**config.mk**
```make
export PLATFORM = sky130hd
export DESIGN_NAME = lpsr_prep
export DESIGN_NICKNAME = d
export VERILOG_FILES = /design/src/hdl/lpsr_pkg.sv /design/src/hdl/lpsr_prep.sv
export SDC_FILE = /design/constraint.sdc
export NUM_CORES = 2
export LEC_CHECK = 0
export BUFFER_PORTS_ARGS = -buffer_cell sky130_fd_sc_hd__buf_2
export CAP_MARGIN = 20
export CORE_ASPECT_RATIO = 1.75
export CORE_MARGIN = 3
export CORE_UTILIZATION = 49
export CTS_BUF_LIST = sky130_fd_sc_hd__clkbuf_16
export DETAILED_ROUTE_END_ITERATION = 7
export PLACE_DENSITY = 0.72
export SYNTH_ARGS = -nofsm -noshare
export SYNTH_HDL_FRONTEND = slang
export SYNTH_SLANG_ARGS = --single-unit
```
**constraint.sdc**
```tcl
create_clock -name i_clk -period 11.75 [get_ports i_clk]
set_input_delay 0.5875 -clock i_clk [delete_from_list [all_inputs] [get_ports i_clk]]
set_output_delay 0.5875 -clock i_clk [all_outputs]
set_load 0.1 [all_outputs]
```
**src/hdl/lpsr_pkg.sv**
```systemverilog
// lpsr_pkg: widths, register indexes, sideband type and the cordic angle table
// function shared by the sector and radius filter; depends on nothing
`default_nettype none

package lpsr_pkg;

    localparam int COORD_W      = 20;
    localparam int ANGLE_W      = 15;
    localparam int RADIUS_W     = 20;
    localparam int SQ_W         = 2 * COORD_W;
    localparam int SECTOR_CNT_W = 2;

    localparam int CFG_IDX_W  = 3;
    localparam int CFG_DATA_W = 20;
    localparam logic [CFG_IDX_W-1:0] CFG_SECTOR_COUNT = 3'd0;
    localparam logic [CFG_IDX_W-1:0] CFG_SECTOR0_LOW  = 3'd1;
    localparam logic [CFG_IDX_W-1:0] CFG_EXCL_RADIUS  = 3'd7;

    localparam int CORDIC_ITERS = 48;
    localparam int PRE_SHIFT    = 40;
    localparam int ANG_FRAC     = 50;
    localparam int XW           = 62;
    localparam int ZW           = 64;
    localparam int ZB_W         = ZW - ANG_FRAC;
    localparam int OCT_W        = 12;
    localparam logic [63:0] PI_Q62 = 64'hC90F_DAA2_2168_C234;

    localparam int ANG_OCTANT  = 2880;
    localparam int ANG_QUARTER = 5760;
    localparam int ANG_HALF    = 11520;

    typedef struct packed {
        logic xneg;
        logic yneg;
        logic swapped;
        logic by_radius;
    } t_side;

    function automatic logic [63:0] udiv64(input logic [63:0] num, input logic [63:0] den);
        logic [63:0] rem;
        logic [63:0] quo;
        rem = '0;
        quo = '0;
        for (int b = 63; b >= 0; b--) begin
            rem = {rem[62:0], num[b]};
            if (rem >= den) begin
                rem = rem - den;
                quo[b] = 1'b1;
            end
        end
        return quo;
    endfunction

    // arctan(2^-idx) in units of 2^-50 of 1/64 degree
    function automatic logic [63:0] cordic_angle(input int idx);
        logic [63:0] acc;
        logic [63:0] term;
        logic [63:0] rem;
        logic [63:0] quo;
        logic        carry;
        int          e;
        acc = '0;
        quo = '0;
        if (idx == 0) begin
            return 64'(ANG_OCTANT) << ANG_FRAC;
        end
        for (int k = 0; k < 32; k++) begin
            e = idx * (2 * k + 1);
            if (e <= 62) begin
                term = udiv64(64'd1 << (62 - e), 64'(2 * k + 1));
                if ((k & 1) != 0) begin
                    acc = acc - term;
                end else begin
                    acc = acc + term;
                end
            end
        end
        rem = acc;
        for (int b = 0; b < ANG_FRAC; b++) begin
            carry = rem[63];
            rem   = rem << 1;
            quo   = quo << 1;
            if (carry || rem >= PI_Q62) begin
                rem    = rem - PI_Q62;
                quo[0] = 1'b1;
            end
        end
        return quo * 64'(ANG_HALF);
    endfunction

endpackage

`default_nettype wire

```
**src/hdl/lpsr_prep.sv**
```systemverilog
// lpsr_prep: abs value, octant fold and squared range test, three stages
// depends on lpsr_pkg
`default_nettype none

module lpsr_prep (
    input  wire logic                           i_clk,
    input  wire logic                           i_rst_n,
    input  wire logic                           i_valid,
    input  wire logic signed [lpsr_pkg::COORD_W-1:0]  i_point_x,
    input  wire logic signed [lpsr_pkg::COORD_W-1:0]  i_point_y,
    input  wire logic [lpsr_pkg::RADIUS_W-1:0]  i_radius,
    output logic                                o_valid,
    output logic [lpsr_pkg::COORD_W-1:0]        o_big,
    output logic [lpsr_pkg::COORD_W-1:0]        o_small,
    output lpsr_pkg::t_side                     o_side
);
    import lpsr_pkg::*;

    logic                 r_v1, r_v2, r_v3;
    logic [COORD_W-1:0]   r_ax, r_ay;
    logic                 r_xneg1, r_yneg1;
    logic [COORD_W-1:0]   n_ax, n_ay;

    logic [COORD_W-1:0]   r_big2, r_small2;
    logic                 r_xneg2, r_yneg2, r_swap2;
    logic [SQ_W-1:0]      r_sqx, r_sqy, r_sqr;
    logic                 n_swap;

    logic [COORD_W-1:0]   r_big3, r_small3;
    t_side                r_side3;
    logic                 n_by_radius;

    always_comb begin
        n_ax = i_point_x[COORD_W-1] ? COORD_W'(-i_point_x) : COORD_W'(i_point_x);
        n_ay = i_point_y[COORD_W-1] ? COORD_W'(-i_point_y) : COORD_W'(i_point_y);
    end

    assign n_swap = r_ay > r_ax;
    assign n_by_radius = ({1'b0, r_sqx} + {1'b0, r_sqy}) < {1'b0, r_sqr};

    always_ff @(posedge i_clk) begin
        if (!i_rst_n) begin
            r_v1 <= 1'b0;
            r_v2 <= 1'b0;
            r_v3 <= 1'b0;
        end else begin
            r_v1 <= i_valid;
            r_v2 <= r_v1;
            r_v3 <= r_v2;
        end
    end

    always_ff @(posedge i_clk) begin
        r_ax    <= n_ax;
        r_ay    <= n_ay;
        r_xneg1 <= i_point_x[COORD_W-1];
        r_yneg1 <= i_point_y[COORD_W-1];

        r_big2   <= n_swap ? r_ay : r_ax;
        r_small2 <= n_swap ? r_ax : r_ay;
        r_swap2  <= n_swap;
        r_xneg2  <= r_xneg1;
        r_yneg2  <= r_yneg1;
        r_sqx    <= r_ax * r_ax;
        r_sqy    <= r_ay * r_ay;
        r_sqr    <= i_radius * i_radius;

        r_big3            <= r_big2;
        r_small3          <= r_small2;
        r_side3.xneg      <= r_xneg2;
        r_side3.yneg      <= r_yneg2;
        r_side3.swapped   <= r_swap2;
        r_side3.by_radius <= n_by_radius;
    end

    assign o_valid = r_v3;
    assign o_big   = r_big3;
    assign o_small = r_small3;
    assign o_side  = r_side3;

endmodule

`default_nettype wire

```
==> metrics.md <==
| Metric | Value |
|---|---|
| Slowest cell on crit path | `dfxtp_1` |
| Largest net degree at the start of global routing | `28` |
| GRT overflow | `0` |
| WP data arrival | `8300 ps` |
| Slew Viols, Final | `0` |
| Pre-CTS setup slack | `4060 ps` |
| WS Path Type | `flip-flop to flip-flop` |
| Mapped Area | `43800 µm²` |
| CP Data Required Time | `between 10000 and 15000 ps` |
| Port buffer count | `107` |
| Antenna-violating nets left | `0` |
| Sequential area share after synthesis | `a little under an eighth` |
| Initial antenna violation count | `0` |
| Final cell count without fillers | `5855` |
| Least-Margin Pin Slew | `1100 ps` |
| Post CTS Setup Buffer Count | `0` |
| Die area | `just over 90000 µm²` |
| R2R Path Start | `r_ay[3]$_DFF_P_` |
| Reg2Reg Setup Slack | `3980 ps` |
| Max frequency | `approximately 130 MHz` |
| Number of global-route vias before repair | `35000` |
| Starting DRT DRC Count | `1274` |
| Main synth FF type | `dfxtp_1` |
| CTS Buf Count | `25` |
| Die width | `232 µm` |
| Top post-synthesis cells by area | `fa_1 (38%), ha_1 (16%), dfxtp_1 (11%)` |
| Ant. Diodes | `0` |
| Worst path cell trace | `nand2_1 -> fa_1 -> inv_1 -> fa_1 -> fa_1 -> fa_1 -> inv_1 -> fa_1 -> inv_1 -> fa_1 -> fa_1 -> ha_1 -> and4_1 -> nand2_1 -> nor3_1 -> o31ai_1 -> o21ai_2 -> a31oi_2 -> o31a_2 -> nor4bb_1 -> a211o_1` |
| DR DRC count | `0` |
| Syn_nets | `6089` |
| Max-Cap Viols | `0` |
| Fraction of layout cells with a size suffix above 1 | `5.27%` |
| Post-Route WL | `111 mm` |
| Seq cells post-synth | `around 250` |
| Final core utilization | `a little over half` |
| Drt pass-1 iters | `5` |
| Delay-heaviest family, CP | `adder cells` |
| Hold WC Path Type | `input port to flip-flop` |
| Post-synth EDFFs | `0` |
| Die extent in y | `401 µm` |
| Share of the synthesized area in the top cell type | `around two fifths` |
| Crit. End Element | `flip-flop` |
| Placed cell count | `a little under 6000` |
| Top cell type by total area after synthesis | `fa_1` |
| Gr usage total | `24.3%` |
| Area growth, synth to finish | `6.06%` |
| Final critical delay including setup and external delays | `7770 ps` |
| CTS max path bufs | `3` |
| Final hold vios | `0` |
| Post-CTS sizing | `0` |
| Hold depth | `1` |
| DR vias/cell | `5.37` |
| Cts hold-fix bufs | `0` |
| Core Footprint | `between 80000 and 90000 µm²` |
| Async SR Flop Fraction | `0%` |
| Yosys warns | `0` |
| Setup TNS Final | `0 ps` |
| Skew final | `32.2 ps` |
| Setup crit start | `r_ay[3]$_DFF_P_` |
| Row count | `144` |
| RSZ-0062 raised after global routing | `no` |
| WL/cell | `about 19 µm` |
| Rel. slew slack | `26.8%` |
| Fillcell total | `7974` |
| Most used cell, CP | `fa_1` |
| Startpoint Class | `flip-flop` |
| Top Ports | `108` |
| # setup viols final | `0` |
| CP Max Fanout | `24` |
| Clock transition at path regs | `80 ps` |
| Syn Area/Cell | `9.45 µm²` |
| Outcome | `finished, final reports clean` |
| Synth Instances | `4632` |
| Initial Util | `49.6%` |
| First-pass GRT wire length | `~180 mm` |
| Register-to-Register Path Depth | `21` |
| Max stage delay on crit path | `around 1100 ps` |
| Worst r2r dst | `r_sqy[36]$_DFF_P_` |
| Worst Slack Setup Final | `3980 ps` |
| Critical Path Stages | `21` |
| Clk_lat worst skew | `590 ps` |
| CTS H-Tree Depth | `1` |
| Cell variety after synth | `84` |
| Total clock sinks | `249` |
| CTS tree | `done` |
| Sum of buffers and inverters on the critical path | `3` |
| Routability Congestion | `1.00` |
| Root Driver | `clkbuf_16` |
| Worst Setup EP | `r_sqy[36]$_DFF_P_` |
| Tcrit/Tclk final | `about 66%` |
| Final HPWL DP | `92.7 mm` |
| Via count | `31500` |
| Nets | `roughly 6100` |
| Biggest regs | `r_sqr: 39 flops, r_sqx: 39 flops, r_sqy: 39 flops` |
==> cells in the final DEF, fill, tap and decap left out, types with 19 or more instances in the layout <==
cell,count
nor2b_1,26
a31oi_1,19
and2_1,147
o21bai_1,30
ha_1,559
o21ai_0,66
fa_1,835
buf_2,107
inv_1,1101
xnor2_1,159
a21o_1,110
a21oi_1,146
xor2_1,69
nor3_1,30
nand4_1,22
nand2b_1,22
nand2_1,437
buf_4,30
nand3_1,33
mux2_2,27
dfxtp_1,248
nor2_1,172
clkbuf_16,25
==> synth_stat cells, types with 26 or more instances <==
library cell	count
fa_1	835
xor2_1	69
inv_1	1100
and2_1	147
xnor2_1	159
nor2b_1	26
o21bai_1	30
a21oi_1	146
o21ai_0	66
nor3_1	30
nor2_1	172
dfxtp_1	249
mux2_2	27
clkbuf_1	119
nand2_1	437
ha_1	559
nand3_1	33
a21o_1	110
==> worst min-delay path by stage <==
stage,startpoint,endpoint
after floorplan,r_big2[0]$_DFF_P_,o_big[0]$_DFF_P_
after global routing,i_point_x[0],r_ax[0]$_DFF_P_
after detailed placement,r_small2[18]$_DFF_P_,o_small[18]$_DFF_P_
after CTS,i_point_x[0],r_ax[0]$_DFF_P_
after global placement,r_small2[2]$_DFF_P_,o_small[2]$_DFF_P_
final,i_point_x[0],r_ax[0]$_DFF_P_
==> metal layers <==
metal | GRT usage [%] | up-vias | wire (µm)
met3 | 1.84 | 426 | 4180
met5 | 0 | - | 0
li1 | - | 14300 | -
met2 | 47.1 | 919 | 60800
met4 | 15.9 | 0 | 8830
met1 | 24.3 | 15800 | 36700
==> stage by stage <==
step	hold slack (ps)	area, µm²
5_1_grt	152	46400
6_report	158	46400
4_1_cts	127	46400
3_5_place_dp	312	45500
2_1_floorplan	310	43800
3_3_place_gp	310	45500
==> final cells by class <==
class                   count  area [µm²]  area share, %
multi-input cells        3146       34200           73.6
flip-flops and latches    249        4990           10.7
inverters                1110        4170           8.97
well taps                1168        1460           3.15
repair buffers            137         761           1.64
clock buffers              25         626           1.35
clock inverters            20         277          0.595
==> cells by family (layout without fill, tap and decap cells) <==
logic type / count (synthesis) / after routing / synth area share (%)
buffers and inverters: 1237 / 1292 / 10.6
xor gates and xnor gates: 228 / 228 / 4.56
muxes: 44 / 44 / 1.08
AOI/OAI and AO/OA: 516 / 516 / 7.97
and+or+nand+nor: 963 / 963 / 10.2
adders and majority gates: 1395 / 1395 / 54.2
DFF: 249 / 249 / 11.4
Power is left out: the tool's default activity adds up to more than one toggle a clock period on the data nets, which glitch-free logic cannot reach.
