**src/hdl/lpsr_pkg.sv**
```systemverilog
// lpsr_pkg: widths, register indexes, sideband type and the cordic angle table
// function shared by the sector and radius filter; depends on nothing
`default_nettype none

package lpsr_pkg;

    localparam int COORD_W      = 20;
    localparam int ANGLE_W      = 15;
    localparam int RADIUS_W     = 20;
    localparam int SQ_W         = 2 * COORD_W;
    localparam int SECTOR_CNT_W = 2;

    localparam int CFG_IDX_W  = 3;
    localparam int CFG_DATA_W = 20;
    localparam logic [CFG_IDX_W-1:0] CFG_SECTOR_COUNT = 3'd0;
    localparam logic [CFG_IDX_W-1:0] CFG_SECTOR0_LOW  = 3'd1;
    localparam logic [CFG_IDX_W-1:0] CFG_EXCL_RADIUS  = 3'd7;

    localparam int CORDIC_ITERS = 48;
    localparam int PRE_SHIFT    = 40;
    localparam int ANG_FRAC     = 50;
    localparam int XW           = 62;
    localparam int ZW           = 64;
    localparam int ZB_W         = ZW - ANG_FRAC;
    localparam int OCT_W        = 12;
    localparam logic [63:0] PI_Q62 = 64'hC90F_DAA2_2168_C234;

    localparam int ANG_OCTANT  = 2880;
    localparam int ANG_QUARTER = 5760;
    localparam int ANG_HALF    = 11520;

    typedef struct packed {
        logic xneg;
        logic yneg;
        logic swapped;
        logic by_radius;
    } t_side;

    function automatic logic [63:0] udiv64(input logic [63:0] num, input logic [63:0] den);
        logic [63:0] rem;
        logic [63:0] quo;
        rem = '0;
        quo = '0;
        for (int b = 63; b >= 0; b--) begin
            rem = {rem[62:0], num[b]};
            if (rem >= den) begin
                rem = rem - den;
                quo[b] = 1'b1;
            end
        end
        return quo;
    endfunction

    // arctan(2^-idx) in units of 2^-50 of 1/64 degree
    function automatic logic [63:0] cordic_angle(input int idx);
        logic [63:0] acc;
        logic [63:0] term;
        logic [63:0] rem;
        logic [63:0] quo;
        logic        carry;
        int          e;
        acc = '0;
        quo = '0;
        if (idx == 0) begin
            return 64'(ANG_OCTANT) << ANG_FRAC;
        end
        for (int k = 0; k < 32; k++) begin
            e = idx * (2 * k + 1);
            if (e <= 62) begin
                term = udiv64(64'd1 << (62 - e), 64'(2 * k + 1));
                if ((k & 1) != 0) begin
                    acc = acc - term;
                end else begin
                    acc = acc + term;
                end
            end
        end
        rem = acc;
        for (int b = 0; b < ANG_FRAC; b++) begin
            carry = rem[63];
            rem   = rem << 1;
            quo   = quo << 1;
            if (carry || rem >= PI_Q62) begin
                rem    = rem - PI_Q62;
                quo[0] = 1'b1;
            end
        end
        return quo * 64'(ANG_HALF);
    endfunction

endpackage

`default_nettype wire

```
**src/hdl/lpsr_post.sv**
```systemverilog
// lpsr_post: bearing rounding and clamp, quadrant unfold, sector test, result register
// depends on lpsr_pkg
`default_nettype none

module lpsr_post #(
    parameter int NUM_SECTORS = 3
) (
    input  wire logic                               i_clk,
    input  wire logic                               i_rst_n,
    input  wire logic                               i_valid,
    input  wire logic signed [lpsr_pkg::ZW-1:0]     i_z,
    input  wire lpsr_pkg::t_side                    i_side,
    input  wire logic [lpsr_pkg::SECTOR_CNT_W-1:0]  i_sector_count,
    input  wire logic signed [lpsr_pkg::ANGLE_W-1:0] i_sec_lo [NUM_SECTORS],
    input  wire logic signed [lpsr_pkg::ANGLE_W-1:0] i_sec_hi [NUM_SECTORS],
    output logic                                    o_valid,
    output logic                                    o_keep_point,
    output logic                                    o_dropped_by_sector,
    output logic                                    o_dropped_by_radius,
    output logic signed [lpsr_pkg::ANGLE_W-1:0]     o_bearing
);
    import lpsr_pkg::*;

    localparam logic signed [ZW-1:0]   HALF_LSB = ZW'(1) <<< (ANG_FRAC - 1);
    localparam logic signed [ZB_W-1:0] OCT_MAX  = ZB_W'(ANG_OCTANT);

    logic                      r_v1, r_v2, r_v3;
    logic [OCT_W-1:0]          r_b1;
    t_side                     r_sd1, r_sd2;
    logic signed [ANGLE_W-1:0] r_b2;
    logic                      r_keep, r_by_sector, r_by_radius;
    logic signed [ANGLE_W-1:0] r_b3;

    logic signed [ZW-1:0]      n_zr;
    logic signed [ZB_W-1:0]    n_zb;
    logic [OCT_W-1:0]          n_b1;
    logic signed [ANGLE_W-1:0] n_oct, n_t1, n_t2, n_b2;
    logic                      n_hit;

    always_comb begin
        n_zr = i_z + HALF_LSB;
        n_zb = signed'(n_zr[ZW-1:ANG_FRAC]);
        if (n_zb < 0) begin
            n_b1 = '0;
        end else if (n_zb > OCT_MAX) begin
            n_b1 = OCT_W'(ANG_OCTANT);
        end else begin
            n_b1 = n_zb[OCT_W-1:0];
        end
    end

    always_comb begin
        n_oct = signed'(ANGLE_W'(r_b1));
        n_t1  = r_sd1.swapped ? ANGLE_W'(ANG_QUARTER) - n_oct : n_oct;
        n_t2  = r_sd1.xneg ? ANGLE_W'(ANG_HALF) - n_t1 : n_t1;
        n_b2  = r_sd1.yneg ? -n_t2 : n_t2;
    end

    always_comb begin
        n_hit = 1'b0;
        for (int s = 0; s < NUM_SECTORS; s++) begin
            if ((i_sector_count > SECTOR_CNT_W'(s)) && (r_b2 >= i_sec_lo[s])
                    && (r_b2 <= i_sec_hi[s])) begin
                n_hit = 1'b1;
            end
        end
    end

    always_ff @(posedge i_clk) begin
        if (!i_rst_n) begin
            r_v1 <= 1'b0;
            r_v2 <= 1'b0;
            r_v3 <= 1'b0;
        end else begin
            r_v1 <= i_valid;
            r_v2 <= r_v1;
            r_v3 <= r_v2;
        end
    end

    always_ff @(posedge i_clk) begin
        r_b1        <= n_b1;
        r_sd1       <= i_side;
        r_b2        <= n_b2;
        r_sd2       <= r_sd1;
        r_by_sector <= n_hit;
        r_by_radius <= r_sd2.by_radius;
        r_keep      <= ~(n_hit | r_sd2.by_radius);
        r_b3        <= r_b2;
    end

    assign o_valid             = r_v3;
    assign o_keep_point        = r_keep;
    assign o_dropped_by_sector = r_by_sector;
    assign o_dropped_by_radius = r_by_radius;
    assign o_bearing           = r_b3;

endmodule

`default_nettype wire
```
**config.mk**
```make
export PLATFORM = sky130hd
export DESIGN_NAME = lpsr_post
export DESIGN_NICKNAME = d
export VERILOG_FILES = /design/src/hdl/lpsr_pkg.sv /design/src/hdl/lpsr_post.sv
export SDC_FILE = /design/constraint.sdc
export NUM_CORES = 1
export LEC_CHECK = 0
export ABC_AREA = 1
export BUFFER_PORTS_ARGS = -buffer_cell sky130_fd_sc_hd__buf_2
export CAP_MARGIN = 20
export CORE_UTILIZATION = 50
export CTS_CLUSTER_DIAMETER = 150
export DETAILED_ROUTE_END_ITERATION = 8
export PLACE_DENSITY_LB_ADDON = 0.2
export SETUP_SLACK_MARGIN = 0.02
export SYNTH_ARGS = -nofsm -noshare
export SYNTH_HDL_FRONTEND = slang
export SYNTH_SLANG_ARGS = --single-unit
```
**constraint.sdc**
```tcl
create_clock -name i_clk -period 2.8 [get_ports i_clk]
set_input_delay 0.14 -clock i_clk [delete_from_list [all_inputs] [get_ports i_clk]]
set_output_delay 0.14 -clock i_clk [all_outputs]
set_load 0.02 [all_outputs]
```
==> results.md <==
* Sum of negative setup slack at 0 ns
* # clock sinks at 53
* Critical path data arrival time at 2.57 ns
* Dominant synthesized flop cell: dfxtp_1
* Number of synthesized register bits at 53
* Ys async rst share at 0
* Congestion Overflow GR at 0
* Tmin final at 2.35 ns
* Initial core utilization at 0.525
* Largest net degree at the start of global routing at 18
* # nets final at 1124
* IO Count at 182
* CP Max Fanout at 5
* Number of hold buffers added after CTS at 5
* Leakage at 3.43 nW
* Least-Margin Pin Slew at 0.500 ns
* Max clock buf depth at 2
* Clk root buf: clkbuf_8
* Setup-failing EPs final at 0
* Initial antenna violation count at 0
* Sequential fraction of the synthesis area at 0.216
* Netlist Area Pre-Place at 4920 um^2
* FMAX at 0.425 GHz
* Post-synthesis cell count at 720
* # resized after CTS at 0
* Routed vias/inst at 5.02
* CP Launch Type: flip-flop
* H-Tree Depth at 2
* Share of layout cells above drive strength 1 at 0.208
* Area Overhead vs Synth at 20.3%
* Max Cap Viol at 0
* Iteration-0 DRC Markers at 259
* Post-Syn Area per Cell at 6.83 um^2
* First-pass GRT wire length at 20000 um
* Placed Instances at 985
* Power per cell area at 491 nW/um^2
* Unrepaired setup endpoints after global routing: no
* Die Y at 101 um
* DIE WIDTH at 101 um
* Hold Path Class: input pin to flip-flop
* WP data required at 3.02 ns
* Period utilization at 0.840
* Final Hold Fails at 0
* Die ar. at 10200 um^2
* Clk pin slew, worst setup/hold paths at 0.11 ns
* Maximum vdd drop at 0.000266 V
* DRC viols at 0
* Vias in the first global route at 4781
* Max Slew Vio Count at 0
* Clock buffer count from CTS at 5
* Clock latency on the worst-skew pair at 0.31 ns
* Vias at 5014
* Port Buffer Count at 132
* Worst setup path category: flip-flop to flip-flop
* Cell variety after synth at 36
* Antenna Nets Post-Route at 0
* Routed len/inst at 12.6 um
* Gr usage total at 0.248
* Status: finished, final reports clean
* Layout Skew at 0.0127 ns
* CTS tree: yes
* EDFF count, synth at 0
* Core ar. at 9370 um^2
* Pre-Repair DR Iteration Count at 4
* Net count after synthesis at 976
* Hold WS at 0.0283 ns
* Postcts setup bufs at 0
* HPWL after DPL at 10600 um
* Synth warnings at 0
* Final GP Congestion at 0.979
* Ant diodes at 0
* Drt total wl at 12500 um
* Non-filler instance count after layout at 998
* Cell row count at 35
* Crit end category: flip-flop
* Normalized max-slew margin at 0.666
-- final timing paths --
kind / depth (start not counted) / start / slack, ns / to
worst max-delay path: 18 / r_b1[0] / 0.45 / r_b2[13]
worst min-delay path: 3 / i_rst_n / 0.03 / r_v2
worst max register to register: 18 / r_b1[0] / 0.45 / r_b2[13]
worst min register to register: 0 / r_b2[0] / 0.36 / o_bearing[0]
-- layout make-up --
class,instances,area [um^2]
clock buffer,6,82.6
clock inverter,2,17.5
fill,905,3450
inverter,145,544
multi-input combinational,518,3280
sequential,53,1060
tap,129,161
timing repair buffer,145,771
-- worst max-delay path, stage by stage (launching register included) --
cell and delay (ns):
dfxtp_1 0.33, inv_1 0.14, ha_1 0.25, inv_1 0.07
nand2_1 0.06, nand2_1 0.08, nand2_2 0.11, xor2_1 0.23
nand2_1 0.10, nor2_1 0.11, nand3_1 0.09, nor2_1 0.10
nand2_1 0.08, nor2_2 0.16, nand3_2 0.10, nand2_2 0.08
nand2_1 0.05, nand2_1 0.06, nand2_1 0.04
-- Yosys cell counts, types with 11 or more instances --
| cell type | n | area (um^2) |
|---|---|---|
| nand2_2 | 11 | 68.8 |
| xor2_1 | 13 | 114 |
| dfxtp_1 | 53 | 1060 |
| nand2_1 | 155 | 582 |
| nand3_1 | 44 | 220 |
| ha_1 | 93 | 1160 |
| nand3b_1 | 11 | 82.6 |
| nand4_1 | 20 | 125 |
| inv_1 | 141 | 529 |
| a21oi_1 | 49 | 245 |
| o21ai_0 | 23 | 115 |
| nor2_1 | 44 | 165 |
-- per-layer routing --
| layer | vias to the layer above | GRT usage | part of all wire |
|---|---|---|---|
| met1 | 2180 | 0.305 | 0.45 |
| met3 | 36 | 0.0311 | 0.059 |
| met2 | 169 | 0.427 | 0.45 |
| met5 | - | 0 | 0 |
| met4 | 0 | 0.123 | 0.037 |
| li1 | 2629 | - | - |
-- cell families after synthesis --
| logic type | Yosys count | share of synthesized area |
|---|---|---|
| AO/OA/AOI/OAI | 87 | 0.0948 |
| XOR/XNOR | 23 | 0.0425 |
| buffers and inverters | 149 | 0.117 |
| AND/OR/NAND/NOR | 315 | 0.293 |
| flip-flops | 53 | 0.216 |
| adder cells (fa/ha/maj) | 93 | 0.236 |
-- cells in the final DEF, fill, tap and decap left out, types with 2 or more instances in the layout --
cell             n
nand2_1        155
inv_1          141
buf_2          132
ha_1            93
dfxtp_1         53
a21oi_1         49
nor2_1          44
nand3_1         44
o21ai_0         23
nand4_1         20
xor2_1          13
nand3b_1        11
nand2_2         11
nor3_1          10
nor2_2           9
xnor2_1          9
buf_4            8
o211ai_1         6
clkbuf_8         6
dlygate4sd3_1    5
inv_2            4
o21ai_1          2
o21bai_1         2
nand3_2          2
or2_2            2
-- metrics by stage --
step / instance area (um^2) / setup slack (ns) / power (mW) / util
CTS: 5920 / 0.447 / 2.91 / 0.632
detailed placement: 5770 / 0.457 / 2.43 / 0.616
global placement: 5770 / 0.531 / 2.36 / 0.616
floorplan: 4920 / 0.750 / 1.96 / -
finish: 5920 / 0.449 / 2.91 / 0.632
global route: 5920 / 0.0307 / 3.17 / 0.632
-- where the power goes --
group          switching (mW)  internal (mW)  leakage [nW]
registers               0.159          0.876         0.443
logic                   0.818          0.584          2.94
clock network           0.264          0.206        0.0518
total                    1.24           1.67          3.43
-- state kept, by name, summed over array words and instances (netlist names) --
name / cells
o_bearing: 15
r_b2: 15
r_b1: 12
r_sd1: 4
o_dropped_by_radius: 1
o_dropped_by_sector: 1
o_keep_point: 1
o_valid: 1
r_sd2: 1
r_v1: 1
r_v2: 1
No activity file was read; power rests on OpenSTA's default activity.
